<file path="src/design/sns_pkg.sv">
package sns_pkg;

    localparam int SIZE_W    = 10;   // frame_width / frame_height register width
    localparam int COORD_W   = 9;    // read_x / read_y
    localparam int SAMPLE_W  = 16;
    localparam int PIXEL_W   = 8;
    localparam int GRID_STEP = 100;
    localparam int WHITE     = 255;
    localparam int MIN_SIZE  = 2;
    localparam int SIZE_TOP  = 1022; // largest even value of a 10-bit size register

    localparam int Q_DEPTH = 4;
    localparam int Q_PW    = 2;
    localparam int Q_CW    = 3;

    localparam int DIV_STEPS = 8;
    localparam int DIV_W     = SAMPLE_W + PIXEL_W;

    typedef enum logic [1:0]
    {
        CFG_FRAME_WIDTH  = 2'd0,
        CFG_FRAME_HEIGHT = 2'd1,
        CFG_GRID_ENABLE  = 2'd2
    } cfg_index_t;

    typedef enum logic
    {
        OP_LOAD = 1'b0,
        OP_READ = 1'b1
    } op_t;

    typedef struct packed
    {
        op_t                   op;
        logic [SAMPLE_W-1:0]   sample;
        logic                  in_range;
        logic                  grid_hit;
        logic [SIZE_W-1:0]     xs;
        logic [SIZE_W-1:0]     ys;
    } entry_t;

    typedef struct packed
    {
        logic [SIZE_W-1:0] w;
        logic [SIZE_W-1:0] h;
    } geom_t;

    typedef struct packed
    {
        logic            empty;
        logic            full;
        logic [Q_CW-1:0] count;
    } q_stat_t;

    typedef struct packed
    {
        logic idle;
        logic result_pending;
    } bk_stat_t;

    typedef enum logic [2:0]
    {
        BK_IDLE,
        BK_ADDR,
        BK_MEM,
        BK_EVAL,
        BK_DIV,
        BK_DONE
    } bk_state_t;

    function automatic logic [6:0] mod_grid(input logic [COORD_W-1:0] v);
        logic [COORD_W-1:0] r;
        r = v;
        if (r >= COORD_W'(GRID_STEP * 4))
            r = r - COORD_W'(GRID_STEP * 4);
        if (r >= COORD_W'(GRID_STEP * 2))
            r = r - COORD_W'(GRID_STEP * 2);
        if (r >= COORD_W'(GRID_STEP))
            r = r - COORD_W'(GRID_STEP);
        return r[6:0];
    endfunction

endpackage

</file>
<file path="src/design/sns_queue.sv">
module sns_queue import sns_pkg::*;
(
    input  logic    clk,
    input  logic    rst_n,
    input  logic    push,
    input  entry_t  push_entry,
    input  logic    pop,
    output entry_t  head,
    output q_stat_t stat
);

    entry_t          slot_reg [Q_DEPTH];
    logic [Q_PW-1:0] wr_ptr_reg;
    logic [Q_PW-1:0] rd_ptr_reg;
    logic [Q_CW-1:0] count_reg;
    logic            do_push;
    logic            do_pop;

    assign stat.empty = (count_reg == '0);
    assign stat.full  = (count_reg == Q_CW'(Q_DEPTH));
    assign stat.count = count_reg;
    assign do_push    = push && !stat.full;
    assign do_pop     = pop && !stat.empty;
    assign head       = slot_reg[rd_ptr_reg];

    always_ff @(posedge clk)
    begin
        if (do_push)
            slot_reg[wr_ptr_reg] <= push_entry;
    end

    always_ff @(posedge clk or negedge rst_n)
    begin
        if (!rst_n)
        begin
            wr_ptr_reg <= '0;
            rd_ptr_reg <= '0;
            count_reg  <= '0;
        end
        else
        begin
            if (do_push)
                wr_ptr_reg <= wr_ptr_reg + 1'b1;
            if (do_pop)
                rd_ptr_reg <= rd_ptr_reg + 1'b1;
            if (do_push && !do_pop)
                count_reg <= count_reg + 1'b1;
            else if (do_pop && !do_push)
                count_reg <= count_reg - 1'b1;
        end
    end

endmodule

</file>
<file path="config.mk">
export PLATFORM = sky130hd
export DESIGN_NAME = sns_queue
export DESIGN_NICKNAME = d
export VERILOG_FILES = /design/src/design/sns_pkg.sv /design/src/design/sns_queue.sv
export SDC_FILE = /design/constraint.sdc
export NUM_CORES = 1
export LEC_CHECK = 0
export ABC_AREA = 0
export BUFFER_PORTS_ARGS = -buffer_cell sky130_fd_sc_hd__buf_2
export CORE_ASPECT_RATIO = 1.75
export CORE_MARGIN = 2
export CORE_UTILIZATION = 25
export DETAILED_ROUTE_END_ITERATION = 8
export GPL_ROUTABILITY_DRIVEN = 0
export PLACE_DENSITY_LB_ADDON = 0.3
export SYNTH_ARGS = -nofsm -noshare
export SYNTH_HDL_FRONTEND = slang
export SYNTH_SLANG_ARGS = --single-unit
</file>
<file path="constraint.sdc">
create_clock -name clk -period 2.6 [get_ports clk]
set_input_delay 0.52 -clock clk [delete_from_list [all_inputs] [get_ports clk]]
set_output_delay 0.52 -clock clk [all_outputs]
set_load 0.02 [all_outputs]
</file>
* After elaboration in Yosys (flattened, before gate mapping)
Memories as Yosys holds them, arrays and structs flattened.
Index checks and enable logic that the tools add are counted.
** Word-level totals
- Bits in registers :: 7
- Bits in latches :: 0
- RAM bits :: 156
- Memory bits (read-only) :: 0
- Input bits :: 43
- Output and inout bits :: 44
- Logic and storage cells :: 23
- Memories kept :: 1
** Memory list
- slot_reg :: depth 4, bits a word 39, read ports 1, clocked after Yosys merged registers in 0, wr ports 1, RTL line sns_queue.sv:12 : entry_t slot_reg [Q_DEPTH];
** Operators by class
- $add $sub $neg :: 4
- $mul :: 0
- Divide/modulo/power cells :: 0
- $lt $le $gt $ge :: 0
- Eq/ne operators :: 1
- Shift operators :: 0
- Mux-type cells :: 4
- Bitwise operators :: 0
- Reductions and logical operators :: 10
** Operator list (count)
- 3-bit two-way mux :: 2
- 2-bit by 1-bit adder with 2-bit output (second input constant) :: 2
- 1-bit logical AND :: 4
- 1-bit zero test :: 4
- 3-bit by 1-bit adder with 3-bit output (second input constant) :: 1
- 3-bit equality test (second input constant) :: 1
- 3-bit zero test :: 1
- 3-bit by 1-bit subtractor with 3-bit output (second input constant) :: 1
- 1-bit two-way mux :: 2
- 2-bit nonzero test :: 1

* Logic depth before layout (Yosys ltp)
- Depth after elaboration :: 7
- Gate-level depth with buffers :: 9
- Depth with buffers taken out :: 8

* Worst setup path before layout
No wires, ideal clock.
- Kind :: register -> register
- Start point :: register count_reg[2]
- End point :: memory slot_reg[0][0] (netlist bit), enable pin
- Setup time :: 400 ps
- Arrival :: 1941 ps
- Required time :: 2200 ps
- Path slack :: 259 ps
- Cell stages (with the launch flop) :: 5
- Buffers on the path :: 1
- Period minus slack after synthesis :: 2341 ps
- Path through :: dfrtp_1 nor3b_2 nor2b_1 buf_6 and2_1
** RTL lines
- start: declaration :: RTL line sns_queue.sv:15 : logic [Q_CW-1:0] count_reg;
- start signal: assignment :: RTL line sns_queue.sv:47 : count_reg <= count_reg + 1'b1;
- start signal: assignment :: RTL line sns_queue.sv:49 : count_reg <= count_reg - 1'b1;
- end: declaration :: RTL line sns_queue.sv:12

==> results.sh <==
export IMPL_initial_core_util_pct=25.41
export IMPL_drive_above_1_share_pct=48.76
export IMPL_total_track_usage_pct=10.43
export IMPL_multiInputGateArea_mm2=0.001111
export IMPL_netSwitchingPower_w=0.002895
export IMPL_layout_worst_path_cycle_share_pct=91.60
export IMPL_mostFrequentLayoutCells="156 x sky130_fd_sc_hd__edfxtp_1, 86 x sky130_fd_sc_hd__buf_2, 38 x sky130_fd_sc_hd__mux4_2, 17 x sky130_fd_sc_hd__clkbuf_16, 14 x sky130_fd_sc_hd__buf_4"
export IMPL_mappedNetlistNets=289
export IMPL_post_dp_hpwl_mm=7.885
export IMPL_power_switching_share_pct=32.16
export IMPL_die_h_um=210.7
export IMPL_path_max_fanout=19
export IMPL_finalSetupViolCount=0
export IMPL_cts_max_path_buffers=2
export IMPL_finalNetCount=401
export IMPL_worst_endpoint_required_ns=2.08
export IMPL_status="finished, final reports clean"
export IMPL_synth_area_mm2=0.006103
export IMPL_via_count_of_the_first_global_routing_pass=3233
export IMPL_worst_setup_path_type="flip-flop to output port"
export IMPL_syn_instance_count=240
export IMPL_finalClockSkew_ns=0.004263
export IMPL_arrival_ns=1.86
export IMPL_first_iter_violations=197
export IMPL_power_share_combinational_pct=32.5
export IMPL_grt_start_max_net_pins=23
export IMPL_fin_tns_setup_ns=0
export IMPL_antenna_found_initial=2
export IMPL_vdd_drop_max_mv=0.4608
export IMPL_cts_sinks=163
export IMPL_max_cap_viol_count=0
export IMPL_leakage_nw=2.579
export IMPL_worst_r2r_path_depth=8
export IMPL_register_area_mm2=0.004865
export IMPL_port_buffer_count=86
export IMPL_post_drt_via_cell_ratio=4.132
export IMPL_wl_mm=12.65
export IMPL_synth_seq_cells=163
export IMPL_final_min_clock_period_ns=2.382
export IMPL_htreeDepth=4
export IMPL_syn_area_per_cell_um2=25.43
export IMPL_ios=87
export IMPL_core_rowCount=75
export IMPL_timing_hold_worst_path_depth=1
export IMPL_detail_route_wl_per_cell_um=18.82
export IMPL_die_width_um=122.1
export IMPL_worst_setup_path_end_kind="output port"
export IMPL_ant_nets=0
export IMPL_grt_overflow_total=0
export IMPL_slew_limit_headroom_pct=73.77
export IMPL_drc=0
export IMPL_grt_setup_unrepaired="no"
export IMPL_powerDensity_mw_per_mm2=1197
export IMPL_holdCritPathClass="input pin to flip-flop"
export IMPL_seqPwrFrac_pct=40.7
export IMPL_finalHoldViolCount=0
export IMPL_ys_types=21
export IMPL_timing_final_max_slew_violations=0
export IMPL_tritoncts="built"
export IMPL_insertion_delay_ns=0.43
export IMPL_grt_first_pass_wirelength_mm=18.84
export IMPL_total_power_w=0.009000
export IMPL_synth_seq_area_share_pct=79.62
export IMPL_floorplan_core_area_mm2=0.02402
export IMPL_postLayoutCoreUtil_pct=31.29
export IMPL_area_growth_syn_to_layout_pct=23.17
export IMPL_drtPass1Iterations=4
export IMPL_clock_fmax_ghz=0.4199
export IMPL_largest_register_ff_count=156
export IMPL_final_common_cell="sky130_fd_sc_hd__edfxtp_1"
export IMPL_cts_clk_slew_worst_paths_ns=0.06
export IMPL_cellInternalPower_w=0.006106
export IMPL_timing_critical_path_from_type="flip-flop"
export IMPL_filler_cell_count=2357
export IMPL_dieArea_mm2=0.02573
export IMPL_clock_root_buffer="sky130_fd_sc_hd__clkbuf_16"
export IMPL_via_count=2777
export IMPL_power_frac_clock_pct=26.8
export IMPL_cts_buffers=17
export IMPL_tightest_slew_ns=0.3934
export IMPL_synth_yosys_warnings=0
-- critical path: stages, from the launching register on --
cell and delay (ns):
sky130_fd_sc_hd__dfrtp_4 0.48, sky130_fd_sc_hd__buf_12 0.22, sky130_fd_sc_hd__mux4_2 0.55, sky130_fd_sc_hd__buf_2 0.18
-- cell type report --
cell class,instances,share of cell area (%)
antenna,1,0.03329
clock inverter,13,1.814
tap,308,5.127
timing repair buffer,103,7.673
clock buffer,17,5.659
sequential,163,64.71
multi-input combinational,63,14.78
inverter,4,0.1997
-- logic make-up after synthesis --
family | share of synthesized area, %
AND/OR/NAND/NOR | 1.025
adder cells (fa/ha/maj) | 1.353
multiplexers | 14.88
buffers and inverters | 2.255
flip-flops | 79.62
XOR/XNOR | 0.8610
-- final timing paths --
check | startpoint | end | slack, ns
hold reg to reg | count_reg[2]$_DFFE_PN0P_ | count_reg[2]$_DFFE_PN0P_ | 0.52
hold / removal | push_entry[29] | slot_reg[3][29]$_DFFE_PP_ | 0.31
setup reg to reg | count_reg[0]$_DFFE_PN0P_ | count_reg[2]$_DFFE_PN0P_ | 0.41
setup / recovery | rd_ptr_reg[0]$_DFFE_PN0P_ | head[9] | 0.22
max in group asynchronous | rst_n | rd_ptr_reg[0]$_DFFE_PN0P_ | 1.93
min in group asynchronous | rst_n | rd_ptr_reg[0]$_DFFE_PN0P_ | 0.47
-- power groups by stage --
stage               Clock [W]  Combinational [W]  Sequential (W)
floorplan                   0            0.00209         0.00368
finish                0.00241            0.00292         0.00366
global placement            0            0.00290         0.00373
CTS                   0.00249            0.00303         0.00367
global route          0.00258            0.00316         0.00371
detailed placement          0            0.00293         0.00377
-- synth_stat cells, drive strengths merged --
cell type,number,share of area [%]
nor2,1,0.061
and2,4,0.41
xnor2,4,0.57
mux2,2,0.43
fa,1,0.33
nand3,1,0.082
buf,10,2.0
mux4,39,14
ha,5,1.0
nand2,1,0.061
dfrtp,7,2.9
nor2b,1,0.10
or3,1,0.10
edfxtp,156,77
nor3b,1,0.20
inv,4,0.25
xor2,2,0.29
-- per-stage QoR --
stage | hold WS [ns] | area (µm²) | setup WS, ns | instances
floorplan | 0.2244 | 6103 | 0.2592 | 240
global placement | 0.3786 | 6917 | 0.4145 | 637
detailed placement | 0.3852 | 6917 | 0.3882 | 637
CTS | 0.2787 | 7515 | 0.1572 | 671
global route | 0.2832 | 7515 | 0.1431 | 671
finish | 0.3065 | 7517 | 0.2185 | 672
-- metal layers --
layer	share of wire [%]	routed length (µm)	track usage, %
met1	37	4701	10.58
met2	57	7146	19.09
met3	4.2	532	3.402
met4	2.0	253	4.637
met5	0.10	13	0
-- repair_timing --
action / in CTS / in global routing
hold endpoints to repair: 7 / 0
setup buffers: 3 / 0
setup endpoints to repair: 16 / 0
hold buffers: 1 / 0
resized for setup: 1 / 0
(Power assumes the default switching activity.)
