--- config.mk ---
export PLATFORM = sky130hd
export DESIGN_NAME = sns_front
export DESIGN_NICKNAME = d
export VERILOG_FILES = /design/src/design/sns_pkg.sv /design/src/design/sns_front.sv
export SDC_FILE = /design/constraint.sdc
export NUM_CORES = 1
export LEC_CHECK = 0
export BUFFER_PORTS_ARGS = -buffer_cell sky130_fd_sc_hd__buf_2
export CAP_MARGIN = 20
export CORE_MARGIN = 2
export CORE_UTILIZATION = 55
export CTS_CLUSTER_DIAMETER = 80
export DETAILED_ROUTE_END_ITERATION = 10
export PLACE_DENSITY = 0.83
export SLEW_MARGIN = 5
export SYNTH_ARGS = -nofsm -noshare
export SYNTH_HDL_FRONTEND = slang
export SYNTH_SLANG_ARGS = --single-unit
--- constraint.sdc ---
create_clock -name clk -period 4.5 [get_ports clk]
set_input_delay 0.45 -clock clk [delete_from_list [all_inputs] [get_ports clk]]
set_output_delay 0.45 -clock clk [all_outputs]
set_load 0.005 [all_outputs]
--- src/design/sns_pkg.sv ---
package sns_pkg;

    localparam int SIZE_W    = 10;   // frame_width / frame_height register width
    localparam int COORD_W   = 9;    // read_x / read_y
    localparam int SAMPLE_W  = 16;
    localparam int PIXEL_W   = 8;
    localparam int GRID_STEP = 100;
    localparam int WHITE     = 255;
    localparam int MIN_SIZE  = 2;
    localparam int SIZE_TOP  = 1022; // largest even value of a 10-bit size register

    localparam int Q_DEPTH = 4;
    localparam int Q_PW    = 2;
    localparam int Q_CW    = 3;

    localparam int DIV_STEPS = 8;
    localparam int DIV_W     = SAMPLE_W + PIXEL_W;

    typedef enum logic [1:0]
    {
        CFG_FRAME_WIDTH  = 2'd0,
        CFG_FRAME_HEIGHT = 2'd1,
        CFG_GRID_ENABLE  = 2'd2
    } cfg_index_t;

    typedef enum logic
    {
        OP_LOAD = 1'b0,
        OP_READ = 1'b1
    } op_t;

    typedef struct packed
    {
        op_t                   op;
        logic [SAMPLE_W-1:0]   sample;
        logic                  in_range;
        logic                  grid_hit;
        logic [SIZE_W-1:0]     xs;
        logic [SIZE_W-1:0]     ys;
    } entry_t;

    typedef struct packed
    {
        logic [SIZE_W-1:0] w;
        logic [SIZE_W-1:0] h;
    } geom_t;

    typedef struct packed
    {
        logic            empty;
        logic            full;
        logic [Q_CW-1:0] count;
    } q_stat_t;

    typedef struct packed
    {
        logic idle;
        logic result_pending;
    } bk_stat_t;

    typedef enum logic [2:0]
    {
        BK_IDLE,
        BK_ADDR,
        BK_MEM,
        BK_EVAL,
        BK_DIV,
        BK_DONE
    } bk_state_t;

    function automatic logic [6:0] mod_grid(input logic [COORD_W-1:0] v);
        logic [COORD_W-1:0] r;
        r = v;
        if (r >= COORD_W'(GRID_STEP * 4))
            r = r - COORD_W'(GRID_STEP * 4);
        if (r >= COORD_W'(GRID_STEP * 2))
            r = r - COORD_W'(GRID_STEP * 2);
        if (r >= COORD_W'(GRID_STEP))
            r = r - COORD_W'(GRID_STEP);
        return r[6:0];
    endfunction

endpackage

--- src/design/sns_front.sv ---
module sns_front import sns_pkg::*;
#(
    parameter int MAX_WIDTH  = 512,
    parameter int MAX_HEIGHT = 512
)
(
    input  logic               clk,
    input  logic               rst_n,
    input  logic               cfg_wr_en,
    input  logic [1:0]         cfg_addr,
    input  logic [SIZE_W-1:0]  cfg_wdata,
    input  logic               in_tvalid,
    output logic               in_tready,
    input  logic [39:0]        in_tdata,
    input  logic               in_tuser,
    input  logic               q_full,
    output logic               q_push,
    output entry_t             q_entry,
    output geom_t              geom
);

    localparam int EVEN_MAX_W = MAX_WIDTH / 2 * 2;
    localparam int EVEN_MAX_H = MAX_HEIGHT / 2 * 2;
    localparam int TOP_W = (EVEN_MAX_W > SIZE_TOP) ? SIZE_TOP : EVEN_MAX_W;
    localparam int TOP_H = (EVEN_MAX_H > SIZE_TOP) ? SIZE_TOP : EVEN_MAX_H;

    logic [SIZE_W-1:0]  width_reg;
    logic [SIZE_W-1:0]  height_reg;
    logic               grid_reg;
    logic [SIZE_W-1:0]  w;
    logic [SIZE_W-1:0]  h;
    logic [COORD_W-1:0] hw;
    logic [COORD_W-1:0] hh;
    logic [COORD_W-1:0] x;
    logic [COORD_W-1:0] y;
    logic               in_range;
    logic               grid_hit;
    logic [SIZE_W-1:0]  xs;
    logic [SIZE_W-1:0]  ys;

    function automatic logic [SIZE_W-1:0] even_size(input logic [SIZE_W-1:0] r,
                                                    input logic [SIZE_W-1:0] top);
        logic [SIZE_W-1:0] v;
        v = {r[SIZE_W-1:1], 1'b0};
        if (v < SIZE_W'(MIN_SIZE))
            v = SIZE_W'(MIN_SIZE);
        if (v > top)
            v = top;
        return v;
    endfunction

    always_ff @(posedge clk or negedge rst_n)
    begin
        if (!rst_n)
        begin
            width_reg  <= SIZE_W'(512);
            height_reg <= SIZE_W'(512);
            grid_reg   <= 1'b0;
        end
        else if (cfg_wr_en)
        begin
            case (cfg_index_t'(cfg_addr))
                CFG_FRAME_WIDTH:  width_reg  <= cfg_wdata;
                CFG_FRAME_HEIGHT: height_reg <= cfg_wdata;
                CFG_GRID_ENABLE:  grid_reg   <= cfg_wdata[0];
                default:          ;
            endcase
        end
    end

    assign w  = even_size(width_reg, SIZE_W'(TOP_W));
    assign h  = even_size(height_reg, SIZE_W'(TOP_H));
    assign hw = w[SIZE_W-1:1];
    assign hh = h[SIZE_W-1:1];
    assign geom.w = w;
    assign geom.h = h;

    assign x = in_tdata[24:16];
    assign y = in_tdata[33:25];

    always_comb
    begin
        in_range = ({1'b0, x} < w) && ({1'b0, y} < h);
        // quadrant swap: move each half of the axis by half the size
        if (x < hw)
            xs = {1'b0, x} + {1'b0, hw};
        else
            xs = {1'b0, x} - {1'b0, hw};
        if (y < hh)
            ys = {1'b0, y} + {1'b0, hh};
        else
            ys = {1'b0, y} - {1'b0, hh};
        if (!in_range)
        begin
            xs = '0;
            ys = '0;
        end
        grid_hit = grid_reg && ((mod_grid(x) == mod_grid(hw)) || (mod_grid(y) == mod_grid(hh)));
    end

    assign in_tready = !q_full;
    assign q_push    = in_tvalid && !q_full;

    assign q_entry.op       = op_t'(in_tuser);
    assign q_entry.sample   = in_tdata[15:0];
    assign q_entry.in_range = in_range;
    assign q_entry.grid_hit = grid_hit;
    assign q_entry.xs       = xs;
    assign q_entry.ys       = ys;

endmodule

# Word level (Yosys, flattened, before mapping)
# Index checks and enable logic that the tools add are counted.
# op_classes
n_lt_le_gt_ge	20
reduce_logical	9
add_sub_neg	16
muxes	20
eq_ne	4
# op_table
cell	count
10-bit 2-to-1 mux	8
9-bit 2-to-1 mux	8
9-bit by 7-bit >= comparator with 1-bit output (second input constant)	4
9-bit by 8-bit >= comparator with 1-bit output (second input constant)	4
9-bit >= comparator (second input constant)	4
9-bit by 8-bit subtractor with 9-bit output (second input constant)	4
9-bit subtractor (second input constant)	4
7-bit 2-to-1 mux	4
7-bit subtractor (second input constant)	4
9-bit by 9-bit adder with 10-bit output	2
10-bit > comparator (second input constant)	2
10-bit by 2-bit less-than comparator with 1-bit output (second input constant)	2
9-bit by 10-bit less-than comparator with 1-bit output	2
9-bit by 9-bit subtractor with 10-bit output	2
9-bit less-than comparator	2
7-bit == test	2
2-bit AND reduction	3
1-bit logical AND	3
2-bit by 1-bit == test with 1-bit output (second input constant)	1
2-bit == test (second input constant)	1
2-bit logical NOT	1
1-bit logical NOT	1
1-bit logical OR	1
# word_totals
output_inout_bits	61
reg_bits	21
word_cells	72
in_bits	58

# Longest topological paths before layout
# Gate-level depths: netlist of run 1.
# depth
ltp_word	13
ltp_mapped	17
ltp_nobuf	16

# Worst setup path before layout of run 1
# Ideal clock, no wire load.
# synth_timing
path_kind	in2out
startpoint	in in_tdata[23]
endpoint	out q_entry[20] in the netlist's numbering
stages	15
arrival_ps	3401
path_buffers	2
setup_slack_ps	649
path_cell_list	buf_2 and2_1 mux2_2 ha_1 nor2b_1 nor3_1 o32ai_1 xor2_1 a31o_2 mux2i_1 and3_1 mux2i_1 or3_1 o32ai_2 buf_4
# synth_between
elab_chain_cells	9
elab_cells_between_ends	12
classes_between	add/sub: 3; order compare: 3; eq/ne: 1; mux: 3; reduce/logical: 2
# synth_lines
element	line	source
from (decl)	sns_front.sv:14	input logic [39:0] in_tdata,
9-bit subtractor or 9-bit >= comparator (tied branches)	sns_pkg.sv:75, sns_pkg.sv:74	
9-bit 2-to-1 mux *	sns_pkg.sv:74	if (r >= COORD_W'(GRID_STEP * 4))
9-bit by 8-bit subtractor with 9-bit output or 9-bit by 8-bit >= comparator with 1-bit output (tied branches)	sns_pkg.sv:77, sns_pkg.sv:76	
9-bit 2-to-1 mux *	sns_pkg.sv:76	if (r >= COORD_W'(GRID_STEP * 2))
9-bit by 7-bit >= comparator with 1-bit output or 7-bit subtractor (tied branches)	sns_pkg.sv:78, sns_pkg.sv:79	
7-bit 2-to-1 mux *	sns_pkg.sv:78	if (r >= COORD_W'(GRID_STEP))
7-bit == test *	sns_front.sv:98	grid_hit = grid_reg && ((mod_grid(x) == mod_grid(hw)) || (mod_grid(y) == mod_grid(hh)));
1-bit logical OR *	sns_front.sv:98	
1-bit logical AND *	sns_front.sv:98	
to (decl)	sns_front.sv:18	output entry_t q_entry,
# Every way passes the cells marked *; elsewhere a longest branch is shown, timed or not.

==> flow_summary_export.csv, run 1 <==
group,metric,value,unit
worst_setup_path,critPathKind,"in -> out",
drt,via_per_inst,6.03,
floorplanning,rows,32,
floorplanning,io_pins,119,
clock_tree,clkTransAtPathRegs,0.08,ns
final_layout,final_common_cell,"buf_2",
synth,synth_edf_count,0,
power_and_ir_drop,power.share.clock,8.0,%
power_and_ir_drop,leakage,2.30,nW
final_layout,final_cell_mix,"buf_2 (77), ha_1 (59), nor2_1 (45), a21oi_1 (43), inv_1 (41)",
floorplanning,die_x,92.8,um
worst_hold_path,hp-class,"in -> async",
final_layout,nets,729,
global_route,grt_first_pass_wirelength,17000,um
global_route,grt_use_total,23.6,%
timing,fin_crit_sh,93.0,%
final_layout,antenna_cells,0,
timing,worstMarginPinSlew,0.913,ns
power_and_ir_drop,p_switching,0.000743,W
worst_setup_path,crit_path_max_fanout,13,
global_route,antenna_found_initial,0,
run,drv_cap,0,
floorplanning,die_h,92.8,um
timing,rsz0062_at_grt,"false",
synth,synth-seq-cells,19,
final_layout,fillers,671,
synth,synth.distinct_cells,70,
final_layout,final_cell_area,0.00475,sq mm
placement,io_buffer_count,76,
clock_tree,cts.sinks,19,
timing,tns,0,ns
drt,dr.pass1.iters,4,
drt,drc,0,
power_and_ir_drop,power_frac_comb,75.1,%
global_route,grt_max_degree,22,
drt,wire_per_inst,15.1,um
timing,final-setup-viol-count,0,
clock_tree,tritoncts,"done",
global_route,first_global_vias,3858,
power_and_ir_drop,powerDensity,322,mW/mm^2
timing,fin_crit,4.18,ns
worst_setup_path,cp-start-kind,"primary input",
clock_tree,cts_root_buffer,"clkbuf_8",
synth,synth_area,0.00434,sq mm
timing,slew_viol_final,0,
synth,ys_warn_count,0,
power_and_ir_drop,ir_drop,183,uV
power_and_ir_drop,switching_share,48.7,%
final_layout,layout-drive-gt1-share,21.9,%
worst_setup_path,endpoint_kind,"primary output",
final_layout,syn_to_final_growth,9.43,%
worst_setup_path,worst-endpoint-arrival,3.73,ns
synth,synthFlopType,"dfrtp_1",
outcome,outcome,"complete, no violations",
timing,clock_skew,0,ns
drt,drt_wl_total,10700,um
timing,slew_headroom,39.1,%
clock_tree,htree_levels,1,
timing,finalHoldViolations,0,
floorplanning,core_area,0.00769,sq mm
power_and_ir_drop,p_int,0.000784,W
drt,dr_total_vias,4272,
timing,fmax,239,MHz
synth,synthArstFlopShare,100,%
drt,drtAntennaViolNets,0,
placement,placed_area,0.00466,sq mm
synth,netlist_instances,558,
synth,avgSynthCellArea,7.77,sq um
placement,gp_congestion,0.925,
placement,dp_hpwl,8490,um
floorplanning,start_util,56.4,%
drt,detail_route.iter0.violations,133,
worst_setup_path,worstPathRequired,4.05,ns
synth,synth-seq-area-share,11.0,%
floorplanning,dieArea,0.00861,sq mm
global_route,grt_overflow_total,0,
clock_tree,clockBufferDepth,2,
clock_tree,cts_buffers,3,
clock_tree,clock_latency,0.25,ns
power_and_ir_drop,seq_power_share,16.9,%
[final timing paths]
path                                                start                         to  slack (ns)  cells past startpoint
worst max-delay path                         in_tdata[20]                q_entry[20]        0.32                     15
worst min-delay path                                rst_n   width_reg[7]$_DFFE_PN0P_        0.11                      1
worst max register to register   width_reg[9]$_DFFE_PN1P_   width_reg[9]$_DFFE_PN1P_        3.26                      2
worst min register to register  height_reg[1]$_DFFE_PN0P_  height_reg[1]$_DFFE_PN0P_        0.56                      1
max in group asynchronous                           rst_n   width_reg[9]$_DFFE_PN1P_        4.07                      1
min in group clk                             cfg_wdata[9]   width_reg[9]$_DFFE_PN1P_        0.43                      3
[synth_stat cells (all sizes together), types with 9 or more instances]
library cell / count / share of area, %
ha: 59 / 17
nor2: 47 / 4.1
a21oi: 45 / 5.2
inv: 45 / 3.9
nand2: 33 / 2.9
buf: 28 / 4.5
o21ai: 25 / 2.9
mux2: 21 / 5.5
mux2i: 20 / 4.6
o21bai: 19 / 3.3
dfrtp: 17 / 9.8
xnor2: 17 / 3.4
a21o: 13 / 2.3
o21a: 13 / 2.3
xor2: 12 / 2.4
clkbuf: 11 / 0.95
nor2b: 11 / 1.6
nor3: 10 / 1.3
nand3: 9 / 1.0
[power groups by stage]
stage / logic, W / registers (W) / clock network, W
floorplan: 0.000849 / 0.000235 / 0
global placement: 0.00107 / 0.000256 / 0
detailed placement: 0.00112 / 0.000257 / 0
CTS: 0.00112 / 0.000254 / 0.000124
global route: 0.00127 / 0.000261 / 0.000133
finish: 0.00115 / 0.000257 / 0.000122
[critical path: stages]
cell and delay (ns):
buf_2 0.18, o21bai_1 0.19, mux2_2 0.31, ha_1 0.24
nor2b_1 0.17, nor3_1 0.32, o32ai_1 0.16, xor2_1 0.32
a31o_2 0.25, mux2i_1 0.30, and3_1 0.20, mux2i_1 0.06
or3_1 0.32, o32ai_2 0.11, buf_2 0.16
[repair_timing]
action	in CTS	in global routing
hold buffers	0	0
buffers inserted	0	0
setup endpoints to repair	0	17
gates resized for setup	0	8
[routing by layer]
metal  part of all wire (%)  GRT usage (%)
met1                     43           28.7
met2                     49           43.8
met3                    5.1           1.79
met4                    2.3           7.48
met5                      0              0
[kinds of logic (layout without fill, tap and decap cells)]
| family | Yosys count | in the layout | synth area share [%] |
|---|---|---|---|
| AOI/OAI and AO/OA | 170 | 170 | 26.9 |
| and+or+nand+nor | 150 | 150 | 17.8 |
| buffers and inverters | 85 | 133 | 9.43 |
| adders and majority gates | 63 | 63 | 18.9 |
| muxes | 41 | 41 | 10.1 |
| xor gates and xnor gates | 29 | 29 | 5.86 |
| DFF | 19 | 19 | 11.0 |
| other | 1 | 2 | 0.0865 |
[final cells by class]
class | count | area (sq um) | area share [%]
inverter | 46 | 173 | 3.64
timing repair buffer | 83 | 430 | 9.07
sequential | 19 | 478 | 10.1
clock buffer | 3 | 41.3 | 0.870
clock inverter | 1 | 7.51 | 0.158
multi-input combinational | 455 | 3490 | 73.5
tap | 102 | 128 | 2.69
[metrics by stage]
step	hold WS, ns	util, %	cells	worst slack, ns	total power [W]
after floorplan	0.154	-	559	0.649	0.00108
after global placement	0.394	60.6	704	0.422	0.00133
after detailed placement	0.407	60.6	705	0.317	0.00137
after CTS	0.124	61.3	709	0.0297	0.00150
after global routing	0.128	61.7	709	0.0321	0.00167
final	0.108	61.7	709	0.317	0.00153
Note: power is estimated with default switching activity, not from simulation.
==> run 2, diff against run 1 <==
ABC_AREA = 1   (was not set)
PLACE_DENSITY = 0.82   (was 0.83)
==> run 2 against run 1 <==
Clock skew unchanged. Highest routed layer unchanged. Worst setup slack better by 0.14 ns. Hold slack better by 0.0063 ns. Final cell count up 36%. Fmax up 3.3%. Wire length up 14%. Sequential share of layout area down 0.73 points.
==> flow_summary_export.csv, run 2 <==
group,metric,value,unit
worst_setup_path,endpoint_kind,"primary output",
drt,dr.pass1.iters,5,
power_and_ir_drop,ir_drop,247,uV
timing,final-setup-viol-count,0,
synth,synth_edf_count,0,
floorplanning,rows,33,
final_layout,final_common_cell,"nand2_1",
power_and_ir_drop,powerDensity,297,mW/mm^2
timing,worstMarginPinSlew,0.507,ns
placement,dp.cells,961,
drt,drt_wl_total,12100,um
synth,ys_warn_count,0,
clock_tree,htree_levels,1,
drt,met3_length,445,um
final_layout,layout-drive-gt1-share,15.1,%
synth,netlist_instances,806,
synth,avgSynthCellArea,5.86,sq um
timing,slew_viol_final,0,
synth,synth-seq-area-share,10.1,%
clock_tree,cts_buffers,3,
timing,tns,0,ns
clock_tree,clock_latency,0.26,ns
worst_setup_path,cp-start-kind,"flop",
timing,slew_headroom,66.0,%
global_route,grt_max_degree,20,
drt,via_per_inst,5.35,
clock_tree,cts_root_buffer,"clkbuf_8",
synth,synth-seq-cells,19,
floorplanning,dieArea,0.00934,sq mm
floorplanning,io_pins,119,
clock_tree,clkTransAtPathRegs,0.07,ns
global_route,antenna_found_initial,0,
drt,dr_total_vias,5161,
power_and_ir_drop,leakage,3.03,nW
drt,drc,0,
final_layout,syn_to_final_growth,8.32,%
synth,ys_top_cells_by_count,"nand2_1 (226), inv_1 (121), nand3_1 (64), ha_1 (59), o21ai_0 (57)",
placement,io_buffer_count,76,
worst_setup_path,worstPathRequired,4.05,ns
floorplanning,start_util,57.2,%
floorplanning,core_area,0.00826,sq mm
timing,fin_crit,4.05,ns
global_route,grt_overflow_total,0,
clock_tree,ctsHoldBuffers,0,
worst_setup_path,critPathLaunch,"width_reg[8]$_DFFE_PN0P_",
worst_hold_path,hp-class,"in -> async",
floorplanning,die_h,96.7,um
drt,detail_route.iter0.violations,285,
clock_tree,post_cts_buffers,0,
final_layout,nets,982,
final_layout,antenna_cells,0,
placement,dp_hpwl,10200,um
drt,wl_met2,5700,um
clock_tree,clockBufferDepth,2,
timing,clock_skew,0,ns
drt,met1Wirelength,5840,um
final_layout,stdcell_count,965,
drt,drtAntennaViolNets,0,
timing,fmax,247,MHz
clock_tree,cts.sinks,19,
floorplanning,die_x,96.7,um
outcome,outcome,"complete, no violations",
timing,fin_crit_sh,90.0,%
timing,rsz0062_at_grt,"false",
worst_setup_path,r2r-start,"width_reg[9]$_DFFE_PN1P_",
timing,hold-worst-slack,0.115,ns
timing,finalWorstSetupSlack,0.452,ns
synth,synthTopCellsByArea,"nand2_1 (18%), ha_1 (16%), inv_1 (9.6%), dfrtp_1 (9.0%), nand3_1 (6.8%)",
drt,top_layer,"met4",
worst_setup_path,crit_path_max_fanout,14,
placement,gp_congestion,0.897,
synth,synth_area,0.00472,sq mm
synth,synth.most_common_cell,"nand2_1",
placement,post-place-ws,0.707,ns
worst_setup_path,critPathKind,"reg -> out",
clock_tree,tritoncts,"done",
synth,yosysTopAreaCellShare,18.0,%
synth,synthFlopType,"dfrtp_1",
synth,synthArstFlopShare,100,%
worst_setup_path,worst-endpoint-arrival,3.60,ns
synth,synth_top_cell_by_area,"nand2_1",
global_route,grt_first_pass_wirelength,20800,um
timing,finalHoldViolations,0,
final_layout,final_cell_mix,"nand2_1 (226), inv_1 (121), buf_2 (76), nand3_1 (64), ha_1 (59)",
run,drv_cap,0,
global_route,first_global_vias,4690,
power_and_ir_drop,p_total,0.00152,W
global_route,grt_use_total,25.2,%
synth,synth.distinct_cells,43,
drt,wire_per_inst,12.6,um
-- run 2: worst paths after layout --
path / to / slack, ns / cells after the start
worst max-delay path: q_entry[16] / 0.45 / 20
max in group asynchronous: height_reg[9]$_DFFE_PN1P_ / 4.06 / 1
min in group clk: height_reg[9]$_DFFE_PN1P_ / 0.42 / 3
worst min-delay path: height_reg[4]$_DFFE_PN0P_ / 0.11 / 1
worst min register to register: height_reg[6]$_DFFE_PN0P_ / 0.49 / 2
worst max register to register: width_reg[9]$_DFFE_PN1P_ / 3.59 / 2
-- run 2: layout make-up --
type / instances / area (sq um)
clock buffer: 3 / 41.3
tap: 105 / 131
sequential: 19 / 478
inverter: 131 / 492
clock inverter: 1 / 5.00
timing repair buffer: 80 / 410
fill: 827 / 3140
multi-input combinational: 626 / 3560
-- run 2: kinds of logic after synthesis --
group	synth area share, %
mux	0.848
buf+inv	14.6
other cells	0.0794
xor+xnor	2.04
fa+ha+maj	17.3
compound gates	15.8
flops	10.1
simple gates	39.1
-- run 2: worst max-delay path, stage by stage (launching register included) --
cell and delay [ns]:
dfrtp_1 0.43, nor4_1 0.29, nand3_1 0.10, a21oi_1 0.13, buf_4 0.16, ha_1 0.17, inv_1 0.05, fa_1 0.38
nand3_1 0.09, nand2_1 0.07, nand2_1 0.06, nand2_1 0.06, a21oi_1 0.16, o21bai_1 0.09, a21oi_1 0.22, o21bai_1 0.10
buf_4 0.19, mux2i_1 0.20, o21ai_0 0.12, a21oi_1 0.13, buf_2 0.13
-- run 2: power breakdown --
group	leakage (nW)	internal [W]	switching, W	total, W
clock	0.0255	0.0000616	0.0000555	0.000117
sequential	0.231	0.000201	0.0000340	0.000235
combinational	2.77	0.000434	0.000733	0.00117
-- run 2: metrics by stage --
step,utilization [%],cell area [sq um]
floorplan,-,4730
global placement,61.4,5070
detailed placement,61.4,5070
CTS,61.9,5110
global route,61.9,5110
finish,61.9,5110
-- run 2: routing by layer --
layer	global-route usage, %	up-vias
met5	0	-
met4	5.09	0
met3	1.45	19
met2	42.7	120
met1	35.6	2320
li1	-	2702
-- run 2: what timing repair did --
| item | in CTS | in global routing |
|---|---|---|
| endpoints found under the hold margin | 0 | 0 |
| gates resized for setup | 0 | 2 |
| setup endpoints to repair | 0 | 2 |
